### src/rtl/core/rbors_pkg.sv
package rbors_pkg;

  // Field widths of the request and result beats
  localparam int OP_W   = 2;
  localparam int BLK_W  = 15;
  localparam int CLS_W  = 4;
  localparam int OFF_W  = 13;
  localparam int IDX_W  = 4;
  localparam int TGT_W  = 4;
  localparam int ANS_W  = 4;
  localparam int OWID_W = 4;

  // Internal widths cover block sizes up to 31 bits
  localparam int MAX_N  = 32;
  localparam int MAX_K  = 16;
  localparam int BIN_W  = 32;
  localparam int CNT_W  = 5;

  typedef enum logic [OP_W-1:0] {
    OP_ENCODE = 2'd0,
    OP_RANK   = 2'd1,
    OP_SEL1   = 2'd2,
    OP_SEL0   = 2'd3
  } op_t;

  typedef enum logic [1:0] {
    ST_OK       = 2'd0,
    ST_MISMATCH = 2'd1,
    ST_RANGE    = 2'd2,
    ST_NOTFOUND = 2'd3
  } status_t;

  typedef logic [MAX_K-1:0][BIN_W-1:0]  binom_row_t;
  typedef logic [MAX_N-1:0][MAX_K-1:0][BIN_W-1:0] binom_tab_t;
  typedef logic [MAX_K-1:0][OWID_W-1:0] width_row_t;
  typedef logic [MAX_N-1:0][MAX_K-1:0][OWID_W-1:0] width_tab_t;

  typedef struct packed {
    op_t              op;
    logic [BLK_W-1:0] blk;
    logic [CLS_W-1:0] cls;
    logic [OFF_W-1:0] off;
    logic [IDX_W-1:0] idx;
    logic [TGT_W-1:0] tgt;
  } req_t;

  // Context carried down the bit-step pipeline
  typedef struct packed {
    op_t               op;
    logic [BLK_W-1:0]  blk;
    logic [CLS_W-1:0]  cls;
    logic [CNT_W-1:0]  idx_last;
    logic [TGT_W-1:0]  tgt;
    logic              range_err;
    logic [OWID_W-1:0] owidth;
    logic [OFF_W-1:0]  rem;      // decode remainder
    logic [CLS_W-1:0]  r_dec;    // ones still to place when decoding
    logic [CLS_W-1:0]  r_enc;    // ones still to weigh when encoding
    logic [OFF_W-1:0]  acc;      // encode sum, low bits only
    logic [CNT_W-1:0]  ones;     // running ones of the decoded block
    logic [CNT_W-1:0]  pop;      // running popcount of the raw block
    logic              found;
    logic [ANS_W-1:0]  ans;
  } ctx_t;

  typedef struct packed {
    status_t           status;
    logic [OFF_W-1:0]  offset_out;
    logic [ANS_W-1:0]  answer;
    logic [OWID_W-1:0] offset_width;
  } res_t;

  // Pascal's triangle, C(n, k) for n < 32 and k < 16
  function automatic binom_tab_t build_binom();
    binom_tab_t t;
    t = '0;
    for (int n = 0; n < MAX_N; n++) begin
      for (int k = 0; k < MAX_K; k++) begin
        if (k == 0) begin
          t[n][k] = BIN_W'(1);
        end else if (n == 0) begin
          t[n][k] = '0;
        end else begin
          t[n][k] = t[n-1][k-1] + t[n-1][k];
        end
      end
    end
    return t;
  endfunction

  localparam binom_tab_t BINOM = build_binom();

  // Offset field width: ceil(log2(count)), at least 1, kept to 4 bits
  function automatic logic [OWID_W-1:0] width_of(logic [BIN_W-1:0] count);
    int w;
    w = 0;
    for (int i = 0; i < BIN_W; i++) begin
      if ((64'd1 << w) < {32'd0, count}) w++;
    end
    if (w < 1) w = 1;
    return OWID_W'(w);
  endfunction

  function automatic width_tab_t build_width();
    width_tab_t t;
    t = '0;
    for (int n = 0; n < MAX_N; n++) begin
      for (int k = 0; k < MAX_K; k++) begin
        t[n][k] = width_of(BINOM[n][k]);
      end
    end
    return t;
  endfunction

  localparam width_tab_t OWIDTH = build_width();

endpackage

### src/rtl/core/rbors_in_if.sv
interface rbors_in_if;
  logic        valid;
  logic        ready;
  logic [1:0]  opcode;
  logic [14:0] raw_block;
  logic [3:0]  ones_class;
  logic [12:0] block_offset;
  logic [3:0]  bit_index;
  logic [3:0]  target_count;

  modport source (
    output valid, opcode, raw_block, ones_class, block_offset, bit_index, target_count,
    input  ready
  );
  modport sink (
    input  valid, opcode, raw_block, ones_class, block_offset, bit_index, target_count,
    output ready
  );
endinterface

### src/rtl/core/rbors_out_if.sv
interface rbors_out_if;
  logic        valid;
  logic        ready;
  logic [1:0]  status;
  logic [12:0] offset_out;
  logic [3:0]  answer;
  logic [3:0]  offset_width;

  modport source (
    output valid, status, offset_out, answer, offset_width,
    input  ready
  );
  modport sink (
    input  valid, status, offset_out, answer, offset_width,
    output ready
  );
endinterface

### src/rtl/core/rbors_front.sv
module rbors_front #(
  parameter int BLOCK_BITS = 15
) (
  input  logic          clk,
  input  logic          rst_n,
  input  logic          req_valid,
  output logic          req_ready,
  input  rbors_pkg::req_t req,
  output logic          ctx_valid,
  input  logic          ctx_ready,
  output rbors_pkg::ctx_t ctx
);
  import rbors_pkg::*;

  localparam binom_row_t       TOTAL_ROW = BINOM[BLOCK_BITS];
  localparam width_row_t       WID_ROW   = OWIDTH[BLOCK_BITS];
  localparam logic [BLK_W-1:0] BLK_MASK  = BLK_W'((33'd1 << BLOCK_BITS) - 33'd1);
  localparam logic [CNT_W-1:0] LAST_BIT  = CNT_W'(BLOCK_BITS - 1);
  localparam logic [CNT_W-1:0] NBITS     = CNT_W'(BLOCK_BITS);

  logic             valid_r;
  req_t             req_r;
  logic [BIN_W-1:0] total;
  logic [CNT_W-1:0] idx_ext;

  // Input register
  assign req_ready = !valid_r || ctx_ready;

  always_ff @(posedge clk) begin
    if (!rst_n) begin
      valid_r <= 1'b0;
    end else if (req_ready) begin
      valid_r <= req_valid;
    end
  end

  always_ff @(posedge clk) begin
    if (req_valid && req_ready) begin
      req_r <= req;
    end
  end

  // Class lookups and the starting context
  assign total   = TOTAL_ROW[req_r.cls];
  assign idx_ext = {1'b0, req_r.idx};

  always_comb begin
    ctx           = '0;
    ctx.op        = req_r.op;
    ctx.blk       = req_r.blk & BLK_MASK;
    ctx.cls       = req_r.cls;
    ctx.idx_last  = (idx_ext >= NBITS) ? LAST_BIT : idx_ext;
    ctx.tgt       = req_r.tgt;
    ctx.range_err = {{(BIN_W-OFF_W){1'b0}}, req_r.off} >= total;
    ctx.owidth    = WID_ROW[req_r.cls];
    ctx.rem       = req_r.off;
    ctx.r_dec     = req_r.cls;
    ctx.r_enc     = req_r.cls;
  end

  assign ctx_valid = valid_r;

endmodule

### src/rtl/core/rbors_step.sv
module rbors_step #(
  parameter int BLOCK_BITS = 15,
  parameter int POS        = 0
) (
  input  logic            clk,
  input  logic            rst_n,
  input  logic            in_valid,
  output logic            in_ready,
  input  rbors_pkg::ctx_t in_ctx,
  output logic            out_valid,
  input  logic            out_ready,
  output rbors_pkg::ctx_t out_ctx
);
  import rbors_pkg::*;

  // Weight of this bit position: C(BLOCK_BITS-1-POS, r)
  localparam binom_row_t       ROW      = BINOM[BLOCK_BITS-1-POS];
  localparam int               SHIFT    = BLOCK_BITS - 1 - POS;
  localparam logic [ANS_W-1:0] POS_ANS  = ANS_W'(POS);
  localparam logic [CNT_W-1:0] POS_CNT  = CNT_W'(POS);
  localparam logic [CNT_W-1:0] SEEN_CNT = CNT_W'(POS + 1);

  logic             valid_r;
  ctx_t             ctx_r;
  ctx_t             ctx_nxt;
  logic [BIN_W-1:0] c_dec;
  logic [BIN_W-1:0] c_enc;
  logic             take;
  logic [BLK_W-1:0] blk_sh;
  logic             blk_bit;
  logic [CNT_W-1:0] sel_cnt;

  assign c_dec   = ROW[in_ctx.r_dec];
  assign c_enc   = ROW[in_ctx.r_enc];
  assign take    = (in_ctx.r_dec != '0) &&
                   ({{(BIN_W-OFF_W){1'b0}}, in_ctx.rem} >= c_dec);
  assign blk_sh  = in_ctx.blk >> SHIFT;
  assign blk_bit = blk_sh[0];

  // One decode step, one encode step and the query update for this bit
  always_comb begin
    ctx_nxt = in_ctx;
    if (take) begin
      ctx_nxt.rem   = in_ctx.rem - c_dec[OFF_W-1:0];
      ctx_nxt.r_dec = in_ctx.r_dec - 1'b1;
      ctx_nxt.ones  = in_ctx.ones + 1'b1;
    end
    sel_cnt = (in_ctx.op == OP_SEL1) ? ctx_nxt.ones : (SEEN_CNT - ctx_nxt.ones);
    case (in_ctx.op)
      OP_RANK: begin
        if (in_ctx.idx_last == POS_CNT) ctx_nxt.ans = ctx_nxt.ones[ANS_W-1:0];
      end
      OP_SEL1, OP_SEL0: begin
        if (!in_ctx.found && sel_cnt == {1'b0, in_ctx.tgt}) begin
          ctx_nxt.ans   = POS_ANS;
          ctx_nxt.found = 1'b1;
        end
      end
      default: ;
    endcase
    if (blk_bit) begin
      ctx_nxt.pop = in_ctx.pop + 1'b1;
      if (in_ctx.r_enc != '0) begin
        ctx_nxt.acc   = in_ctx.acc + c_enc[OFF_W-1:0];
        ctx_nxt.r_enc = in_ctx.r_enc - 1'b1;
      end
    end
  end

  // Stage register
  assign in_ready = !valid_r || out_ready;

  always_ff @(posedge clk) begin
    if (!rst_n) begin
      valid_r <= 1'b0;
    end else if (in_ready) begin
      valid_r <= in_valid;
    end
  end

  always_ff @(posedge clk) begin
    if (in_valid && in_ready) begin
      ctx_r <= ctx_nxt;
    end
  end

  assign out_valid = valid_r;
  assign out_ctx   = ctx_r;

endmodule

### src/rtl/core/rrr_block_offset_rank_select.sv
// RRR block codec: offset encode, rank and select within one block.
// Pipeline: input register, one stage per block bit, result register.
// Throughput: one beat per cycle when the result side is not stalled;
// each stage does one binomial compare/subtract and one binomial add.
// Reset: synchronous active-low rst_n clears all stage valid bits; no other state.
module rrr_block_offset_rank_select #(
  parameter int BLOCK_BITS = 15
) (
  input  logic               clk,
  input  logic               rst_n,
  rbors_in_if.sink           in_bus,
  rbors_out_if.source        out_bus
);
  import rbors_pkg::*;

  logic [BLOCK_BITS:0] v_chain;
  logic [BLOCK_BITS:0] r_chain;
  ctx_t                ctx_chain [BLOCK_BITS+1];
  req_t                req;
  ctx_t                last;
  res_t                res_nxt;
  res_t                res_r;
  logic                out_valid_r;
  logic                out_take;

  assign req.op  = op_t'(in_bus.opcode);
  assign req.blk = in_bus.raw_block;
  assign req.cls = in_bus.ones_class;
  assign req.off = in_bus.block_offset;
  assign req.idx = in_bus.bit_index;
  assign req.tgt = in_bus.target_count;

  rbors_front #(.BLOCK_BITS(BLOCK_BITS)) u_front (
    .clk       (clk),
    .rst_n     (rst_n),
    .req_valid (in_bus.valid),
    .req_ready (in_bus.ready),
    .req       (req),
    .ctx_valid (v_chain[0]),
    .ctx_ready (r_chain[0]),
    .ctx       (ctx_chain[0])
  );

  // One stage per block bit, MSB first
  for (genvar k = 0; k < BLOCK_BITS; k++) begin : g_step
    rbors_step #(.BLOCK_BITS(BLOCK_BITS), .POS(k)) u_step (
      .clk       (clk),
      .rst_n     (rst_n),
      .in_valid  (v_chain[k]),
      .in_ready  (r_chain[k]),
      .in_ctx    (ctx_chain[k]),
      .out_valid (v_chain[k+1]),
      .out_ready (r_chain[k+1]),
      .out_ctx   (ctx_chain[k+1])
    );
  end

  // Result formatting
  assign last = ctx_chain[BLOCK_BITS];

  always_comb begin
    res_nxt              = '0;
    res_nxt.offset_width = last.owidth;
    if (last.op == OP_ENCODE) begin
      if (last.pop != {1'b0, last.cls}) begin
        res_nxt.status = ST_MISMATCH;
      end else begin
        res_nxt.status     = ST_OK;
        res_nxt.offset_out = last.acc;
      end
    end else if (last.range_err) begin
      res_nxt.status = ST_RANGE;
    end else if (last.op == OP_RANK || last.found) begin
      res_nxt.status = ST_OK;
      res_nxt.answer = last.ans;
    end else begin
      res_nxt.status = ST_NOTFOUND;
    end
  end

  // Result register
  assign r_chain[BLOCK_BITS] = !out_valid_r || out_bus.ready;
  assign out_take            = v_chain[BLOCK_BITS] && r_chain[BLOCK_BITS];

  always_ff @(posedge clk) begin
    if (!rst_n) begin
      out_valid_r <= 1'b0;
    end else if (r_chain[BLOCK_BITS]) begin
      out_valid_r <= v_chain[BLOCK_BITS];
    end
  end

  always_ff @(posedge clk) begin
    if (out_take) begin
      res_r <= res_nxt;
    end
  end

  assign out_bus.valid        = out_valid_r;
  assign out_bus.status       = res_r.status;
  assign out_bus.offset_out   = res_r.offset_out;
  assign out_bus.answer       = res_r.answer;
  assign out_bus.offset_width = res_r.offset_width;

endmodule

### src/flat_wrapper.sv
// flat-port wrapper written by rule: the top's interface ports become plain ports
module rrr_block_offset_rank_select_flat import rbors_pkg::*;
#(
  parameter int BLOCK_BITS = 15
)
  (clk, rst_n, in_bus_valid, in_bus_opcode, in_bus_raw_block, in_bus_ones_class, in_bus_block_offset, in_bus_bit_index, in_bus_target_count, in_bus_ready, out_bus_valid, out_bus_status, out_bus_offset_out, out_bus_answer, out_bus_offset_width, out_bus_ready);
  rbors_in_if in_bus_i ();
  rbors_out_if out_bus_i ();
  input  logic clk;
  input  logic rst_n;
  input wire logic [$bits(in_bus_i.valid)-1:0] in_bus_valid;
  input wire logic [$bits(in_bus_i.opcode)-1:0] in_bus_opcode;
  input wire logic [$bits(in_bus_i.raw_block)-1:0] in_bus_raw_block;
  input wire logic [$bits(in_bus_i.ones_class)-1:0] in_bus_ones_class;
  input wire logic [$bits(in_bus_i.block_offset)-1:0] in_bus_block_offset;
  input wire logic [$bits(in_bus_i.bit_index)-1:0] in_bus_bit_index;
  input wire logic [$bits(in_bus_i.target_count)-1:0] in_bus_target_count;
  output wire logic [$bits(in_bus_i.ready)-1:0] in_bus_ready;
  output wire logic [$bits(out_bus_i.valid)-1:0] out_bus_valid;
  output wire logic [$bits(out_bus_i.status)-1:0] out_bus_status;
  output wire logic [$bits(out_bus_i.offset_out)-1:0] out_bus_offset_out;
  output wire logic [$bits(out_bus_i.answer)-1:0] out_bus_answer;
  output wire logic [$bits(out_bus_i.offset_width)-1:0] out_bus_offset_width;
  input wire logic [$bits(out_bus_i.ready)-1:0] out_bus_ready;
  assign in_bus_i.valid = in_bus_valid;
  assign in_bus_i.opcode = in_bus_opcode;
  assign in_bus_i.raw_block = in_bus_raw_block;
  assign in_bus_i.ones_class = in_bus_ones_class;
  assign in_bus_i.block_offset = in_bus_block_offset;
  assign in_bus_i.bit_index = in_bus_bit_index;
  assign in_bus_i.target_count = in_bus_target_count;
  assign in_bus_ready = in_bus_i.ready;
  assign out_bus_valid = out_bus_i.valid;
  assign out_bus_status = out_bus_i.status;
  assign out_bus_offset_out = out_bus_i.offset_out;
  assign out_bus_answer = out_bus_i.answer;
  assign out_bus_offset_width = out_bus_i.offset_width;
  assign out_bus_i.ready = out_bus_ready;
  rrr_block_offset_rank_select #(.BLOCK_BITS(BLOCK_BITS)) u_core (.clk(clk), .rst_n(rst_n), .in_bus(in_bus_i), .out_bus(out_bus_i));
endmodule
### config.mk
export PLATFORM = sky130hd
export DESIGN_NAME = rrr_block_offset_rank_select_flat
export DESIGN_NICKNAME = d
export VERILOG_FILES = /design/src/rtl/core/rbors_pkg.sv /design/src/rtl/core/rbors_in_if.sv /design/src/rtl/core/rbors_out_if.sv /design/src/rtl/core/rbors_front.sv /design/src/rtl/core/rbors_step.sv /design/src/rtl/core/rrr_block_offset_rank_select.sv /design/src/flat_wrapper.sv
export SDC_FILE = /design/constraint.sdc
export NUM_CORES = 2
export LEC_CHECK = 0
export BUFFER_PORTS_ARGS = -buffer_cell sky130_fd_sc_hd__buf_2
export CORE_MARGIN = 5
export CORE_UTILIZATION = 30
export DETAILED_ROUTE_END_ITERATION = 6
export HOLD_SLACK_MARGIN = 0.15
export SYNTH_ARGS = -nofsm -noshare
export SYNTH_HDL_FRONTEND = slang
export SYNTH_HIERARCHICAL = 1
export SYNTH_SLANG_ARGS = --single-unit
export TNS_END_PERCENT = 50
### constraint.sdc
create_clock -name clk -period 6.6 [get_ports clk]
set_input_delay 1.32 -clock clk [delete_from_list [all_inputs] [get_ports clk]]
set_output_delay 1.32 -clock clk [all_outputs]
set_load 0.05 [all_outputs]
Word level (Yosys, flattened, before mapping):

Memory sizes are Yosys's and may differ from the RTL's. A register that Yosys moved wholly into a read port is not among the register bits.
Index checks and enable logic that the tools add are counted.

* register bits: 1183
* memories kept: 31
* logic and storage cells: 854
* output and inout bits: 25
* input port bits: 46
* bits in read-only memories: 15424

Memory list
* (no name shown): depth 16, bits a word 32, read ports 1, clocked after memory_dff 1, write ports 0, line rbors_step.sv:33 `assign c_dec = ROW[in_ctx.r_dec];`
* (no name shown): depth 16, bits a word 32, read ports 1, clocked after memory_dff 1, write ports 0, line rbors_step.sv:34 `assign c_enc = ROW[in_ctx.r_enc];`
* (no name shown): depth 16, bits a word 32, read ports 1, clocked after memory_dff 1, write ports 0, line rbors_step.sv:34
* (no name shown): depth 16, bits a word 32, read ports 1, clocked after memory_dff 1, write ports 0, line rbors_step.sv:33
* (no name shown): depth 16, bits a word 32, read ports 1, clocked after memory_dff 1, write ports 0, line rbors_step.sv:34
* (no name shown): depth 16, bits a word 32, read ports 1, clocked after memory_dff 1, write ports 0, line rbors_step.sv:33
* +25 memories

* order comparisons: 46
* multiplexer cells: 213
* reduce and logical (&&, ||, !) cells: 144
* $add $sub $neg: 98
* bitwise gates (word level): 2
* equal/unequal tests: 76

Operators with widths (number)
* two-way mux 17 bit: 42
* >= comparator 13 x 32 -> 1 bit: 16
* two-way mux 32 bit: 16
* two-way mux 5 bit: 58
* two-way mux 13 bit: 16
* adder 13 bit: 14
* subtractor 13 bit: 14
* two-way mux 4 bit: 45
* less-than comparator 4 x 5 -> 1 bit (second input constant): 29
* adder 5 x 1 -> 5 bit (second input constant): 28
* one-hot mux 4 bit (2 select lines): 15
* nonzero test 4 bit: 29
* subtractor 4 x 1 -> 4 bit (second input constant): 27
* == test 5 x 4 -> 1 bit: 15
* == test 2 bit (second input constant): 30
* logical AND 1 bit: 46
* subtractor 4 x 5 -> 5 bit (first input constant): 8
* == test 5 x 4 -> 1 bit (second input constant): 7
* == test 2 x 1 -> 1 bit (second input constant): 16
* OR reduction 2 bit: 16
* logical NOT 1 bit: 31
* == test 5 x 3 -> 1 bit (second input constant): 4
* subtractor 3 x 5 -> 5 bit (first input constant): 4
* logical OR 1 bit: 18
* other kinds (13): 35

Longest topological paths before layout:

* depth in word-level cells: 20
* depth in mapped cells: 25
* mapped depth without buffers: 24

Hierarchy:

The synthesis kept the hierarchy.

Modules (own cells, without submodules)
* rbors_step at u_core.g_step[0].u_step: cells an instance 473, times used 1, area each 5270.1 µm², seq. area each 2542.4 µm²
* rbors_step at u_core.g_step[1].u_step: cells an instance 476, times used 1, area each 5243.8 µm², seq. area each 2542.4 µm²
* rbors_step at u_core.g_step[2].u_step: cells an instance 465, times used 1, area each 5176.2 µm², seq. area each 2542.4 µm²
* rbors_step at u_core.g_step[3].u_step: cells an instance 386, times used 1, area each 4633.2 µm², seq. area each 2542.4 µm²
* rbors_step at u_core.g_step[4].u_step: cells an instance 369, times used 1, area each 4564.4 µm², seq. area each 2542.4 µm²
* rbors_step at u_core.g_step[5].u_step: cells an instance 369, times used 1, area each 4476.8 µm², seq. area each 2542.4 µm²
* rbors_step at u_core.g_step[6].u_step: cells an instance 354, times used 1, area each 4440.5 µm², seq. area each 2542.4 µm²
* rbors_step at u_core.g_step[8].u_step: cells an instance 333, times used 1, area each 4256.6 µm², seq. area each 2542.4 µm²
* rbors_step at u_core.g_step[7].u_step: cells an instance 333, times used 1, area each 4220.3 µm², seq. area each 2542.4 µm²
* rbors_step at u_core.g_step[10].u_step: cells an instance 309, times used 1, area each 4101.4 µm², seq. area each 2542.4 µm²
* rbors_step at u_core.g_step[9].u_step: cells an instance 303, times used 1, area each 4091.4 µm², seq. area each 2542.4 µm²
* rbors_step at u_core.g_step[12].u_step: cells an instance 276, times used 1, area each 3942.5 µm², seq. area each 2542.4 µm²
* rbors_step at u_core.g_step[11].u_step: cells an instance 279, times used 1, area each 3902.5 µm², seq. area each 2542.4 µm²
* rbors_step at u_core.g_step[13].u_step: cells an instance 275, times used 1, area each 3862.5 µm², seq. area each 2542.4 µm²
* 3 more rows

Least setup slack after synthesis:

No wires, ideal clock.

* path kind: input-to-reg
* from: input port out_bus_ready
* to: register u_core.g_step[0].u_step.ctx_r (netlist bit u_core/g_step[0].u_step/out_ctx[0]), enable pin
* library setup time: 0.452 ns
* arrival time: 5.119 ns
* path buffers: 0
* data required time: 6.148 ns
* slack: 1.029 ns
* cell stages on the path: 17
* cell sequence: nand2b_1 nand2b_1 nand2b_1 nand2b_1 nand2b_1 nand2b_1 nand2b_1 nand2b_1 nand2b_1 nand2b_1 nand2b_1 nand2b_1 nand2b_1 nand2b_1 nand2b_1 nand2b_1 and2_1

* cells in the longest elaborated chain, start to end: 17

Ends and longest elaborated chain
* start: declaration: line flat_wrapper.sv:24 `input wire logic [$bits(out_bus_i.ready)-1:0] out_bus_ready;`
* logical OR 1 bit: line rrr_block_offset_rank_select.sv:82 `assign r_chain[BLOCK_BITS] = !out_valid_r || out_bus.ready;`
* logical OR 1 bit: line rbors_step.sv:71 `assign in_ready = !valid_r || out_ready;`
* via u_core.r_chain[14]: line rrr_block_offset_rank_select.sv:17 `logic [BLOCK_BITS:0] r_chain;`
* logical OR 1 bit: line rbors_step.sv:71
* via u_core.r_chain[13]: line rrr_block_offset_rank_select.sv:17
* logical OR 1 bit: line rbors_step.sv:71
* via u_core.r_chain[12]: line rrr_block_offset_rank_select.sv:17
* logical OR 1 bit: line rbors_step.sv:71
* via u_core.r_chain[11]: line rrr_block_offset_rank_select.sv:17
* (+1 left out)
* via u_core.r_chain[10]: line rrr_block_offset_rank_select.sv:17
* (+1 left out)
* via u_core.r_chain[9]: line rrr_block_offset_rank_select.sv:17
* (+1 left out)
* via u_core.r_chain[8]: line rrr_block_offset_rank_select.sv:17
* (+1 left out)
* via u_core.r_chain[7]: line rrr_block_offset_rank_select.sv:17
* (+1 left out)
* via u_core.r_chain[6]: line rrr_block_offset_rank_select.sv:17
* (+1 left out)
* via u_core.r_chain[5]: line rrr_block_offset_rank_select.sv:17
* (+1 left out)
* via u_core.r_chain[4]: line rrr_block_offset_rank_select.sv:17
* (+1 left out)
* via u_core.r_chain[3]: line rrr_block_offset_rank_select.sv:17
* logical OR 1 bit: line rbors_step.sv:71
* via u_core.r_chain[2]: line rrr_block_offset_rank_select.sv:17
* logical OR 1 bit: line rbors_step.sv:71
* via u_core.r_chain[1]: line rrr_block_offset_rank_select.sv:17
* logical OR 1 bit: line rbors_step.sv:71
* via u_core.r_chain[0]: line rrr_block_offset_rank_select.sv:17
* logical AND 1 bit: line rbors_step.sv:82 `if (in_valid && in_ready) begin`
* end signal: assignment: line rbors_step.sv:83 `ctx_r <= ctx_nxt;`
* end: declaration: line rbors_step.sv:24 `ctx_t ctx_r;`

The timed path passes the listed nets, and every way through them passes these cells.
A chain may end at the register's enable or synchronous reset.

Worst setup path in the final report:

* from: input port out_bus_ready
* to: output port in_bus_ready

* cells in the longest elaborated chain, start to end: 17

Ends and longest elaborated chain
* logical OR 1 bit: line rrr_block_offset_rank_select.sv:82
* via u_core.r_chain[15]: line rrr_block_offset_rank_select.sv:17
* logical OR 1 bit: line rbors_step.sv:71
* via u_core.r_chain[14]: line rrr_block_offset_rank_select.sv:17
* logical OR 1 bit: line rbors_step.sv:71
* via u_core.r_chain[13]: line rrr_block_offset_rank_select.sv:17
* logical OR 1 bit: line rbors_step.sv:71
* via u_core.r_chain[12]: line rrr_block_offset_rank_select.sv:17
* (+1 left out)
* via u_core.r_chain[11]: line rrr_block_offset_rank_select.sv:17
* (+1 left out)
* via u_core.r_chain[10]: line rrr_block_offset_rank_select.sv:17
* (+1 left out)
* via u_core.r_chain[9]: line rrr_block_offset_rank_select.sv:17
* (+1 left out)
* via u_core.r_chain[8]: line rrr_block_offset_rank_select.sv:17
* (+1 left out)
* via u_core.r_chain[7]: line rrr_block_offset_rank_select.sv:17
* (+1 left out)
* via u_core.r_chain[6]: line rrr_block_offset_rank_select.sv:17
* (+1 left out)
* via u_core.r_chain[5]: line rrr_block_offset_rank_select.sv:17
* (+1 left out)
* via u_core.r_chain[4]: line rrr_block_offset_rank_select.sv:17
* (+1 left out)
* via u_core.r_chain[3]: line rrr_block_offset_rank_select.sv:17
* logical OR 1 bit: line rbors_step.sv:71
* via u_core.r_chain[2]: line rrr_block_offset_rank_select.sv:17
* logical OR 1 bit: line rbors_step.sv:71
* via u_core.r_chain[1]: line rrr_block_offset_rank_select.sv:17
* logical OR 1 bit: line rbors_step.sv:71
* via u_core.r_chain[0]: line rrr_block_offset_rank_select.sv:17
* logical OR 1 bit: line rbors_front.sv:27 `assign req_ready = !valid_r || ctx_ready;`
* end: declaration: line flat_wrapper.sv:18 `output wire logic [$bits(in_bus_i.ready)-1:0] in_bus_ready;`

The timed path passes the listed nets, and every way through them passes these cells.

==> reports/metrics.yaml <==
run_status:
  outcome: "complete, no violations"
grt:
  grt_max_degree: 84
  grt_pass1_wl_um: 193000
  grt_usage_pct: 10.1
  grt_antenna_before_repair: 0
  grt_overflow_total: 0
  grt_pass1_vias: 38400
cts:
  cts_buffer_depth: 3
  cts_sinks: 1202
  cts_buffers: 118
  clock_latency_ns: 0.73
  root_buffer: "clkbuf_16"
  cts_tree: "done"
  post_cts_buffers: 0
  cts_htree_levels: 3
  path_clk_slew_ns: 0.06
  postCtsHoldBufs: 0
  cts_resized: 0
worst_setup_path:
  worstSetupPathType: "in -> out"
  arrival_ns: 4.89
  crit_family: "simple AND/OR/NAND/NOR gates"
  crit_required_ns: 5.28
  critPathLaunchType: "primary input"
  cp-end-kind: "output pin"
  cp_max_fo: 7
  cp_num_buf_inv: 2
  critical_path.max_stage_delay_ns: 0.25
  worst_path_max_delay_cell: "buf_2"
  path_common_cell: "nand2b_1"
  path_cells: "buf_2 -> nand2b_1 -> nand2b_1 -> nand2b_1 -> nand2b_1 -> nand2b_1 -> nand2b_1 -> nand2b_1 -> nand2b_1 -> nand2b_1 -> nand2b_1 -> nand2b_1 -> nand2b_1 -> nand2b_1 -> nand2b_1 -> nand2b_1 -> nand2b_1 -> nand2b_4 -> buf_2"
pwr:
  ir_drop_mv: 0.225
  powerDensity_nw_per_um2: 226
  finalPower_mw: 16.3
  power.leakage_nw: 26.0
placed_design:
  postPlaceCellArea_um2: 68200
  gp_congestion: 0.858
  dpl.hpwl_um: 86300
  port_buffers: 70
layout:
  drive_gt1_share_pct: 9.63
  fill_cells: 20900
  fin_area_um2: 72200
  final_nets: 5889
  area_growth_syn_to_layout_pct: 11.2
  mostFrequentLayoutCell: "edfxtp_1"
  final_cell_mix: "edfxtp_1 (1,170), nand2_1 (523), ha_1 (383), xnor2_1 (331), inv_1 (317)"
  diodes: 0
sta:
  max_slew.worst_pin.slew_ns: 1.06
  drv_slew: 0
  relSlewSlack_pct: 29.3
  setup_viol: 0
  setup_tns_ns: 0
  rsz0062_at_grt: "false"
  max_freq_ghz: 0.161
  final_hold_viol_count: 0
  period_share_pct: 94.0
  finClkSkew_ns: 0.0290
  finalCriticalPeriod_ns: 6.21
floorplanning:
  core_um2: 215000
  initial_core_util_pct: 30.2
  die_w_um: 475
  die_y_um: 475
  io_pins: 71
  die_area_um2: 226000
  rows: 170
drt:
  finalWirelength_um: 116000
  viasPerCell: 4.62
  firstDrtPassIters: 5
  drtAntennaViolNets: 0
  vias: 38700
  remaining_drc_errors: 0
  drt-initial-drc-count: 2095
  wl_per_cell_um: 13.8
logic_synthesis:
  synth_warnings: 6
  syn_inst: 5378
  synth_area_per_cell_um2: 12.1
  synth_area_um2: 64900
job:
  max_cap_violations: 0
worst_hold_path:
  hold_class: "reg -> reg"
-- worst paths after layout --
path	endpoint	cells after the start	slack, ns	start
setup reg to reg	u_core/g_step[2].u_step/out_ctx[0]	19	1.27	u_core/g_step[1].u_step/out_ctx[32]
hold / removal	u_core/g_step[0].u_step/out_ctx[49]	0	0.41	u_core/u_front/ctx[49]
hold reg to reg	u_core/g_step[0].u_step/out_ctx[49]	0	0.41	u_core/u_front/ctx[49]
setup / recovery	in_bus_ready	19	0.39	out_bus_ready
-- state kept, by name, summed over array words and instances, names as in the netlist, 2 cells and up --
register,flops
u_core/out_bus.answer,4
u_core/u_front/idx_ext,4
u_core/out_bus.offset_out,13
u_core/g_step.u_step/out_ctx,1105
u_core/u_front/total,12
u_core/g_step.u_step/out_valid,15
u_core/out_bus.offset_width,4
u_core/out_bus.status,2
u_core/u_front/ctx,41
-- area by class of cell --
| cell class | instances | area, um^2 | area share (%) |
|---|---|---|---|
| Clock buffer | 135 | 3070 | 4.25 |
| Clock inverter | 87 | 928 | 1.29 |
| Inverter | 319 | 1200 | 1.67 |
| Multi-Input combinational cell | 3700 | 27100 | 37.6 |
| Sequential cell | 1202 | 35800 | 49.6 |
| Tap cell | 2838 | 3550 | 4.92 |
| Timing Repair Buffer | 93 | 523 | 0.725 |
-- power breakdown --
group / internal [mW] / total, mW / switching, mW
clock: 3.95 / 6.84 / 2.90
sequential: 8.42 / 8.50 / 0.0862
combinational: 0.401 / 0.976 / 0.575
-- metrics by stage --
| step | hold WS (ns) | cells | utilization (%) | setup slack [ns] |
|---|---|---|---|---|
| after floorplan | 0.386 | 5406 | - | 1.05 |
| after detailed placement | 0.390 | 8152 | 31.7 | 0.443 |
| final | 0.406 | 8374 | 33.6 | 0.393 |
| after global placement | 0.397 | 8152 | 31.7 | 0.459 |
| after CTS | 0.404 | 8374 | 33.6 | 0.396 |
| after global routing | 0.416 | 8374 | 33.6 | 0.0947 |
-- metal layers --
metal | vias to the layer above | part of all wire (%) | routed length [um] | track usage (%)
li1 | 19800 | - | - | -
met1 | 18000 | 46 | 53400 | 13.1
met2 | 610 | 48 | 55300 | 17.4
met3 | 215 | 3.4 | 3970 | 1.72
met4 | 0 | 2.6 | 2990 | 2.85
met5 | - | 0 | 0 | 0
(Power assumes the default switching activity.)
